==> config.mk <==
export PLATFORM = sky130hd
export DESIGN_NAME = html_visible_text_filter
export DESIGN_NICKNAME = d
export VERILOG_FILES = /design/src/rtl/hvtf_pkg.sv /design/src/rtl/hvtf_closer.sv /design/src/rtl/hvtf_scan.sv /design/src/rtl/html_visible_text_filter.sv
export SDC_FILE = /design/constraint.sdc
export NUM_CORES = 1
export LEC_CHECK = 0
export BUFFER_PORTS_ARGS = -buffer_cell sky130_fd_sc_hd__buf_2
export CAP_MARGIN = 20
export CORE_MARGIN = 2
export CORE_UTILIZATION = 50
export DETAILED_ROUTE_END_ITERATION = 10
export MAX_ROUTING_LAYER = met4
export PLACE_DENSITY_LB_ADDON = 0.3
export SLEW_MARGIN = 20
export SYNTH_ARGS = -nofsm -noshare
export SYNTH_HDL_FRONTEND = slang
export SYNTH_SLANG_ARGS = --single-unit
export TNS_END_PERCENT = 5
==> constraint.sdc <==
create_clock -name clk_i -period 4.4 [get_ports clk_i]
set_clock_uncertainty 0.2 [all_clocks]
set_input_delay 0.22 -clock clk_i [delete_from_list [all_inputs] [get_ports clk_i]]
set_output_delay 0.22 -clock clk_i [all_outputs]
set_load 0.01 [all_outputs]
==> src/rtl/hvtf_pkg.sv <==
`default_nettype none
// ----------------------------------------------------------------------------
// hvtf_pkg
// Types, pattern tables and helpers shared by the visible-text filter.
// ----------------------------------------------------------------------------
package hvtf_pkg;

  typedef logic [7:0] byte_t;

  typedef struct packed {
    byte_t in_byte;
    logic  doc_end;
  } in_item_t;

  typedef struct packed {
    byte_t text_byte;
    logic  byte_valid;
    logic  end_of_text;
  } out_item_t;

  typedef enum logic [3:0] {
    MODE_TEXT   = 4'b0001,
    MODE_OPENER = 4'b0010,
    MODE_TAG    = 4'b0100,
    MODE_SKIP   = 4'b1000
  } scan_mode_e;

  typedef enum logic [1:0] {
    KIND_COMMENT  = 2'd0,
    KIND_SCRIPT   = 2'd1,
    KIND_STYLE    = 2'd2,
    KIND_NOSCRIPT = 2'd3
  } kind_e;

  localparam int unsigned NumKinds = 4;
  localparam int unsigned OpenDepth = 9;
  localparam int unsigned CloseDepth = 11;

  typedef logic [$clog2(OpenDepth)-1:0] open_idx_t;
  typedef logic [$clog2(CloseDepth)-1:0] close_idx_t;
  typedef logic [3:0] progress_t;

  typedef struct packed {
    scan_mode_e mode;
    progress_t  opener_progress;
    kind_e      opener_kind;
    progress_t  closer_progress;
  } scan_state_t;

  localparam scan_state_t ScanReset = '{
    mode:            MODE_TEXT,
    opener_progress: 4'd0,
    opener_kind:     KIND_COMMENT,
    closer_progress: 4'd0
  };

  localparam byte_t CharLt   = 8'h3c;
  localparam byte_t CharGt   = 8'h3e;
  localparam byte_t CharDash = 8'h2d;

  localparam byte_t OPEN_PAT [NumKinds][OpenDepth] = '{
    '{"<", "!", "-", "-", 8'h00, 8'h00, 8'h00, 8'h00, 8'h00},
    '{"<", "s", "c", "r", "i", "p", "t", 8'h00, 8'h00},
    '{"<", "s", "t", "y", "l", "e", 8'h00, 8'h00, 8'h00},
    '{"<", "n", "o", "s", "c", "r", "i", "p", "t"}
  };

  localparam progress_t OPEN_LEN [NumKinds] = '{4'd4, 4'd7, 4'd6, 4'd9};

  localparam byte_t CLOSE_PAT [NumKinds][CloseDepth] = '{
    '{"-", "-", ">", 8'h00, 8'h00, 8'h00, 8'h00, 8'h00, 8'h00, 8'h00, 8'h00},
    '{"<", "/", "s", "c", "r", "i", "p", "t", ">", 8'h00, 8'h00},
    '{"<", "/", "s", "t", "y", "l", "e", ">", 8'h00, 8'h00, 8'h00},
    '{"<", "/", "n", "o", "s", "c", "r", "i", "p", "t", ">"}
  };

  localparam progress_t CLOSE_LEN [NumKinds] = '{4'd3, 4'd9, 4'd8, 4'd11};

  function automatic byte_t to_lower(byte_t c);
    byte_t r;
    r = c;
    if (c >= "A" && c <= "Z") begin
      r = c + 8'd32;
    end
    return r;
  endfunction

  // openers share the leading '<'; script and style also share the 's'
  function automatic logic prefix_ok(kind_e k, kind_e cur, progress_t p);
    logic ok;
    ok = (k == cur) || (p <= 4'd1);
    if (p == 4'd2 && ((k == KIND_SCRIPT && cur == KIND_STYLE) ||
                      (k == KIND_STYLE && cur == KIND_SCRIPT))) begin
      ok = 1'b1;
    end
    return ok;
  endfunction

endpackage
`default_nettype wire

==> src/rtl/hvtf_closer.sv <==
`default_nettype none
// ----------------------------------------------------------------------------
// hvtf_closer
// Next-state function of the closing-string matcher with partial-match restart.
// ----------------------------------------------------------------------------
module hvtf_closer (
  input  var hvtf_pkg::kind_e     kind_i,
  input  var hvtf_pkg::progress_t progress_i,
  input  var hvtf_pkg::byte_t     char_i,
  output var hvtf_pkg::progress_t progress_o,
  output var logic                done_o
);
  import hvtf_pkg::*;

  close_idx_t idx;
  logic       hit;
  logic       restart;
  logic       dash_hold;

  always_comb begin
    idx       = close_idx_t'(progress_i);
    hit       = 1'b0;
    if (progress_i < CLOSE_LEN[kind_i]) begin
      hit = (char_i == CLOSE_PAT[kind_i][idx]);
    end
    restart   = (char_i == CLOSE_PAT[kind_i][0]);
    // a run of dashes keeps "--" matched in a comment
    dash_hold = (kind_i == KIND_COMMENT) && (progress_i == 4'd2) && (char_i == CharDash);
    if (hit) begin
      progress_o = progress_i + 4'd1;
    end else if (dash_hold) begin
      progress_o = 4'd2;
    end else if (restart) begin
      progress_o = 4'd1;
    end else begin
      progress_o = 4'd0;
    end
    done_o = (progress_o == CLOSE_LEN[kind_i]);
  end

endmodule
`default_nettype wire

==> src/rtl/hvtf_scan.sv <==
`default_nettype none
// ----------------------------------------------------------------------------
// hvtf_scan
// Per-byte scanner step: markup state update and the kept-byte result.
// ----------------------------------------------------------------------------
module hvtf_scan (
  input  var hvtf_pkg::scan_state_t state_i,
  input  var hvtf_pkg::in_item_t    item_i,
  output var hvtf_pkg::scan_state_t state_o,
  output var logic                  has_result_o,
  output var hvtf_pkg::out_item_t   result_o
);
  import hvtf_pkg::*;

  byte_t       lc;
  logic        keep;
  logic        found;
  kind_e       new_kind;
  progress_t   next_p;
  open_idx_t   p_idx;
  progress_t   close_next;
  logic        close_done;
  scan_state_t st;

  hvtf_closer u_closer (
    .kind_i     (state_i.opener_kind),
    .progress_i (state_i.closer_progress),
    .char_i     (lc),
    .progress_o (close_next),
    .done_o     (close_done)
  );

  always_comb begin
    lc       = to_lower(item_i.in_byte);
    p_idx    = open_idx_t'(state_i.opener_progress);
    found    = 1'b0;
    new_kind = KIND_COMMENT;
    for (int k = NumKinds - 1; k >= 0; k--) begin
      if (state_i.opener_progress < OPEN_LEN[k] &&
          prefix_ok(kind_e'(k[1:0]), state_i.opener_kind, state_i.opener_progress) &&
          OPEN_PAT[k][p_idx] == lc) begin
        found    = 1'b1;
        new_kind = kind_e'(k[1:0]);
      end
    end
    next_p = state_i.opener_progress + 4'd1;
  end

  always_comb begin
    st   = state_i;
    keep = 1'b0;
    case (state_i.mode)
      MODE_OPENER: begin
        if (found) begin
          st.opener_kind     = new_kind;
          st.opener_progress = next_p;
          if (next_p == OPEN_LEN[new_kind]) begin
            st.mode            = MODE_SKIP;
            st.opener_progress = 4'd0;
            st.closer_progress = 4'd0;
          end
        end else begin
          st.opener_progress = 4'd0;
          st.opener_kind     = KIND_COMMENT;
          st.mode            = (item_i.in_byte == CharGt) ? MODE_TEXT : MODE_TAG;
        end
      end
      MODE_TAG: begin
        if (item_i.in_byte == CharGt) begin
          st.mode = MODE_TEXT;
        end
      end
      MODE_SKIP: begin
        st.closer_progress = close_next;
        if (close_done) begin
          st.mode            = MODE_TEXT;
          st.closer_progress = 4'd0;
          st.opener_kind     = KIND_COMMENT;
        end
      end
      default: begin
        if (item_i.in_byte == CharLt) begin
          st.mode            = MODE_OPENER;
          st.opener_progress = 4'd1;
          st.opener_kind     = KIND_COMMENT;
        end else begin
          st.mode = MODE_TEXT;
          keep    = 1'b1;
        end
      end
    endcase

    if (item_i.doc_end) begin
      st = ScanReset;
    end

    state_o              = st;
    has_result_o         = keep | item_i.doc_end;
    result_o.text_byte   = keep ? item_i.in_byte : 8'h00;
    result_o.byte_valid  = keep;
    result_o.end_of_text = item_i.doc_end;
  end

endmodule
`default_nettype wire

==> src/rtl/html_visible_text_filter.sv <==
`default_nettype none
// ----------------------------------------------------------------------------
// html_visible_text_filter
// Passes only the visible text bytes of an HTML byte stream.
// ----------------------------------------------------------------------------
// Takes one document byte per cycle and sustains one byte per cycle with no
// bubbles while out_stall_i does not hold back a result; a byte passes from the
// input register to the result register. The rate is set by the combinational
// scanner step between the two registers, which updates the markup state for
// every byte. Bytes inside markup give no result; the last byte of a document
// always gives one, flagged end_of_text, and returns the scanner to plain text.
module html_visible_text_filter (
  input  var logic                clk_i,
  input  var logic                rst_ni,
  input  var logic                in_valid_i,
  output var logic                in_stall_o,
  input  var hvtf_pkg::in_item_t  in_item_i,
  output var logic                out_valid_o,
  input  var logic                out_stall_i,
  output var hvtf_pkg::out_item_t out_item_o
);
  import hvtf_pkg::*;

  logic        in_valid_q;
  in_item_t    in_item_q;
  scan_state_t state_q;
  scan_state_t state_d;
  logic        out_valid_q;
  out_item_t   out_item_q;
  logic        has_result;
  out_item_t   result;
  logic        advance;
  logic        in_xfer;

  hvtf_scan u_scan (
    .state_i      (state_q),
    .item_i       (in_item_q),
    .state_o      (state_d),
    .has_result_o (has_result),
    .result_o     (result)
  );

  assign advance    = in_valid_q && (!has_result || !out_valid_q || !out_stall_i);
  assign in_stall_o = in_valid_q && !advance;
  assign in_xfer    = in_valid_i && !in_stall_o;

  always_ff @(posedge clk_i or negedge rst_ni) begin
    if (!rst_ni) begin
      in_valid_q  <= 1'b0;
      out_valid_q <= 1'b0;
      state_q     <= ScanReset;
    end else begin
      if (in_xfer) begin
        in_valid_q <= 1'b1;
      end else if (advance) begin
        in_valid_q <= 1'b0;
      end
      if (advance) begin
        state_q <= state_d;
      end
      if (advance && has_result) begin
        out_valid_q <= 1'b1;
      end else if (out_valid_q && !out_stall_i) begin
        out_valid_q <= 1'b0;
      end
    end
  end

  always_ff @(posedge clk_i) begin
    if (in_xfer) begin
      in_item_q <= in_item_i;
    end
    if (advance && has_result) begin
      out_item_q <= result;
    end
  end

  assign out_valid_o = out_valid_q;
  assign out_item_o  = out_item_q;

endmodule
`default_nettype wire

Word level (Yosys, flattened, before mapping)
Memory sizes are Yosys's and may differ from the RTL's.
Index checks and enable logic that the tools add are counted.
Cells by class
  add/sub/neg operators: 3
  magnitude comparators: 12
  eq/ne operators: 28
  mux-type cells: 56
  bitwise logic cells: 5
  reduce and logical (&&, ||, !) cells: 41
Operators by type and width (number)
  $bmux W88 S2: 1
  $mux W88: 2
  $mux W8: 12
  $eq A8 B8 Y1: 6
  $mux W4: 9
  $bmux W8 S4: 1
  $eq A8 B6 Y1 const B: 3
  $logic_and A1 B1 Y1: 18
  $bmux W4 S2: 2
  $pmux W4 S2: 2
  $mux W1: 14
  $mux W14: 1
  $eq A4 B2 Y1 const B: 3
  $lt A4 B3 Y1 const B: 3
  $mux W2: 6
  $mux W6: 2
  $ne A3 B2 Y1 const B: 4
  $pmux W4 S3: 1
  $reduce_and A4 Y1: 3
  $ge A5 B5 Y1 const B: 2
  $mux W10: 1
  $not A4 Y5: 2
  $add A4 B1 Y4 const B: 2
  $add A8 B6 Y8 const B: 1
  29 further kinds: 44
Storage, ports and cells
  register bits after elaboration: 35
  memory bits (read-only): 512
  output and inout port bits: 12
  word-level logic and storage cells: 160
  memories: 4
Memories
  (no name shown): words 16, width 8, read ports 1, clocked after Yosys merged registers in 0, wr ports 0, line hvtf_scan.sv:41  | OPEN_PAT[k][p_idx] == lc) begin
  (no name shown): words 16, width 8, read ports 1, clocked after Yosys merged registers in 0, wr ports 0, line hvtf_scan.sv:41
  (no name shown): words 16, width 8, read ports 1, clocked after Yosys merged registers in 0, wr ports 0, line hvtf_scan.sv:41
  (no name shown): words 16, width 8, read ports 1, clocked after Yosys merged registers in 0, wr ports 0, line hvtf_scan.sv:41

Depth between registers and ports, before layout
  depth after elaboration: 19
  gate-level depth with buffers: 18
  depth with buffers taken out: 18

Modules after synthesis
A second synthesis with hierarchy kept.
Second synthesis, totals
  cell total of the unflattened synthesis: 508
  area total of the unflattened synthesis: 4166.5 sq um
Modules (own cells, without submodules)
  hvtf_scan: times used 1, cells an instance 245, area an instance 1585.3 sq um, seq. area each 0.0 sq um
  html_visible_text_filter: times used 1, cells an instance 111, area an instance 1487.7 sq um, seq. area each 972.2 sq um
  hvtf_closer: times used 1, cells an instance 152, area an instance 1093.5 sq um, seq. area each 0.0 sq um

Worst setup path after synthesis
No wires, ideal clock.
  path type: register -> register
  start point: register state_q[6] (netlist name)
  end point: register state_q[0] (netlist name)
  library setup time: 0.127 ns
  arrival time: 4.553 ns
  path slack: -0.480 ns
  stages on the path, launching flop included: 19
  buffers on the path: 1
  period minus slack after synthesis: 4.880 ns
  cell sequence: dfrtp_1 -> clkbuf_1 -> inv_1 -> ha_1 -> inv_1 -> mux2_2 -> or4_1 -> o221ai_1 -> nand4_1 -> and2_1 -> and2_1 -> ha_1 -> xor2_1 -> xnor2_1 -> or4_1 -> mux2_4 -> o31ai_2 -> a21boi_0 -> o21ai_0
Between the ends
  cells in the longest elaborated chain, start to end: 17
RTL lines
  start: declaration: line html_visible_text_filter.sv:26  | scan_state_t state_q;
  start signal: assignment: line html_visible_text_filter.sv:51  | state_q <= ScanReset;
  start signal: assignment: line html_visible_text_filter.sv:59  | state_q <= state_d;
  $not A4 Y5 (not written as such): line hvtf_scan.sv:41
  $mem_v2 Z16 W8
  $mux W8 (not written as such) (2 in a row): line hvtf_scan.sv:41
  $eq A8 B8 Y1: line hvtf_scan.sv:41
  $logic_and A1 B1 Y1: line hvtf_scan.sv:40  | prefix_ok(kind_e'(k[1:0]), state_i.opener_kind, state_i.opener_progress) &&
  $mux W2 (4 in a row): line hvtf_scan.sv:39  | if (state_i.opener_progress < OPEN_LEN[k] &&
  $not A2 Y3 (not written as such): line hvtf_scan.sv:57  | if (next_p == OPEN_LEN[new_kind]) begin
  $bmux W4 S2: line hvtf_scan.sv:57
  $mux W4 (not written as such) (2 in a row): line hvtf_scan.sv:57
  $eq A4 B4 Y1: line hvtf_scan.sv:57
  $ne A3 B2 Y1 (no line)
  $reduce_and A4 Y1 (no line) (*)
Mark *: on every way between the ends. The rest lies on a longest branch, timed or not. The select of a mux whose other input is x is not followed.
A chain may end at the register's enable or synchronous reset.

Final worst setup path
Same ends and word-level chain as after synthesis.

==> run summary <==
Status -> complete, but fails checks
Failing checks -> negative setup slack
Ys async rst share -> 45.7%
VDD IR max -> 0.242 mV
Worst setup EP type -> flip-flop
Root buffer cell -> clkbuf_8
Syn Nets -> 450
Antenna violations before repair -> 0
FF+latch area -> 972 um2
Fillers -> 554
Post-Route WL -> 10400 um
Vias in the first global route -> 3347
Post-DP Area -> 3960 um2
Num CTS Buffers -> 5
Final Instance Area -> 4420 um2
RSZ-0062 raised after global routing -> yes
Layout net count -> 514
Worst Tran Pin Value -> 1.02 ns
Tmin final -> 4.41 ns
H-tree levels -> 2
Leakage -> 0.00179 uW
Core ar. -> 6790 um2
CP Data Required Time -> 4.38 ns
All-layer global routing usage -> 28.3%
Final ANT Viol Nets -> 0
DP HPWL -> 7120 um
Placed cell count -> 549
Final TNS setup -> -0.0144 ns
Rows -> 30
TritonRoute pass-1 iters -> 5
Fin crit share -> 100%
Final Slew Violations -> 0
Area grow syn2layout -> 25.8%
Multi-input logic area -> 2540 um2
Largest net degree at the start of global routing -> 26
Warnings from Yosys -> 0
Fmax -> 227 MHz
Drc violations -> 0
GPL Wtd Cong -> 0.958
Starting DRT DRC Count -> 265
ANT cells -> 0
Register area share after synthesis -> 27.7%
Ys flop type -> edfxtp_1
WL/cell -> 18.1 um
First-pass GRT wire length -> 16400 um
Worst-path clk slew -> 0.08 ns
Kind of critical path -> reg2reg
Post-Syn Area per Cell -> 8.43 um2
Final std cells w/o fill -> 578
Via density -> 6.17
Clock Latency Late Sink -> 0.29 ns
Max-cap violation count -> 0
Die ar. -> 7720 um2
Share of cells above drive strength 1 -> 28.0%
PwrDens -> 216 nW/um2
CTS tree -> yes
Post-synthesis register bit count -> 35
Initial core utilization -> 51.7%
Slew Limit Headroom -> 31.4%
Critical path launch point type -> flip-flop
Register-to-Register Path Depth -> 19
Main area contributors after synthesis -> edfxtp_1, dfrtp_1, ha_1
Die H -> 87.9 um
Hold Fails Final Rpt -> 0
Synth cell types -> 76
Gr ovfl total -> 0
Synth Cell Area -> 3520 um2
Io pins -> 25
Biggest area consumer among synthesized cells -> edfxtp_1
Die span in x -> 87.9 um
Crit path DAT -> 4.38 ns
Synth Instances -> 417
Buffers on Ports -> 24
Vias -> 3568
# setup viols final -> 2
Yosys top cell area share -> 16.2%
Min-delay worst type -> in2async
Max FO, Critical Path -> 7
Setup ws final -> -0.00889 ns
CTS sink count -> 35
Post-synth EDFFs -> 19
CTS max path bufs -> 2
## cells in the mapped netlist, types with 3 or more instances
library cell	n
inv_1	21
clkbuf_1	20
buf_2	4
o21ai_0	16
or3_1	5
edfxtp_1	19
nor4_1	4
a21boi_0	5
nand3_1	17
nand2_1	36
o22ai_1	4
a21o_1	5
dfrtp_1	15
and2_1	12
nor4b_1	3
nor2_1	22
nor2b_1	9
or2_2	5
nand4_1	5
mux2i_1	3
or4_1	3
ha_1	20
nor3_1	13
xnor2_1	8
o21a_1	4
a31oi_1	7
nor3b_1	4
o32ai_1	3
nand2b_1	8
a211oi_1	4
and3_1	5
xor2_1	17
o31ai_1	6
o221ai_1	5
mux2_2	9
a21oi_1	19
o21ai_1	3
## sequential cells by signal, summed over array words and instances, names as in the netlist
register and cells:
state_q 14, out_item_o 10, in_item_q 9, out_valid_o 1, in_valid_q 1
## critical path, stage by stage, from the launching register on
cell	delay [ns]
dfrtp_1	0.41
inv_2	0.09
buf_6	0.14
ha_1	0.21
buf_4	0.16
or2_2	0.31
a21o_1	0.18
a21oi_2	0.20
nor3_2	0.07
nand4_1	0.13
buf_4	0.14
o32ai_4	0.08
ha_4	0.18
xor2_2	0.18
xnor2_1	0.13
or4_1	0.53
mux2_4	0.32
o31ai_4	0.32
a21boi_2	0.24
o21ai_1	0.07
## path summary, 6_finish.rpt
| check | from | to | slack [ns] |
|---|---|---|---|
| setup / recovery | state_q[6]$_DFFE_PN0P_ | state_q[0]$_DFFE_PN0P_ | -0.009 |
| hold / removal | rst_ni | state_q[6]$_DFFE_PN0P_ | 0.20 |
| max in group asynchronous | rst_ni | state_q[10]$_DFFE_PN1P_ | 3.47 |
| min in group clk_i | in_valid_q$_DFFE_PN0P_ | in_valid_q$_DFFE_PN0P_ | 0.32 |
| hold reg to reg | in_valid_q$_DFFE_PN0P_ | in_valid_q$_DFFE_PN0P_ | 0.32 |
| setup reg to reg | state_q[6]$_DFFE_PN0P_ | state_q[0]$_DFFE_PN0P_ | -0.009 |
## metrics by stage
step	hold slack [ns]	worst slack (ns)	total power (uW)	utilization [%]
6_report	0.202	-0.00889	955	65.1
5_1_grt	0.223	-0.186	999	65.1
4_1_cts	0.214	0.000266	915	62.6
3_5_place_dp	-0.0211	-0.0373	664	58.3
3_3_place_gp	-0.0279	0.129	656	58.3
2_1_floorplan	-0.276	-0.0381	572	-
## routing by layer
| metal | GRT usage [%] | up-vias | wire, um |
|---|---|---|---|
| met4 | 11.0 | 0 | 303 |
| met1 | 35.1 | 1713 | 4330 |
| met3 | 3.02 | 27 | 572 |
| met5 | - | - | 0 |
| li1 | - | 1675 | - |
| met2 | 47.3 | 153 | 5230 |
## cell usage in the layout (no fill, tap or decap), drive strengths merged, types with 7 or more instances in the layout
master | netlist | layout
nor3 | 13 | 13
and2 | 12 | 12
inv | 21 | 21
nor2b | 9 | 9
nand2b | 8 | 8
nand2 | 36 | 36
o31ai | 7 | 7
a21oi | 20 | 20
edfxtp | 19 | 19
a31oi | 7 | 7
ha | 20 | 20
dfrtp | 15 | 15
buf | 8 | 73
nand3 | 17 | 17
mux2 | 10 | 10
xnor2 | 8 | 8
o21ai | 19 | 19
nor2 | 22 | 22
xor2 | 17 | 17
dlygate4sd3 | 0 | 12
## kinds of logic after synthesis
kind of cell	synth area share (%)
muxes	4.16
buffers and inverters	5.91
and+or+nand+nor	25.9
adders and majority gates	7.12
DFF	27.7
xor gates and xnor gates	6.23
AOI/OAI and AO/OA	23.1
## power by group
| part | switching [uW] | total, uW | leakage, uW | internal (uW) |
|---|---|---|---|---|
| clock | 124 | 234 | 0.0000402 | 110 |
| sequential | 12.6 | 381 | 0.000393 | 368 |
| combinational | 185 | 340 | 0.00136 | 155 |
| total | 322 | 955 | 0.00179 | 633 |
## repair_timing
item	in CTS	in global routing
setup buffers	5	4
setup endpoints to repair	2	9
hold endpoints to repair	27	0
resized for setup	13	31
hold buffers	12	0
pin swaps	9	17
## cell type report
| class | count | share of cell area, % |
|---|---|---|
| clock inverters | 3 | 0.453 |
| repair buffers | 85 | 14.1 |
| clock buffers | 5 | 1.56 |
| multi-input cells | 332 | 57.3 |
| inverters | 22 | 1.87 |
| flip-flops and latches | 35 | 22.0 |
| well taps | 96 | 2.72 |
Note: power is estimated with default switching activity, not from simulation.
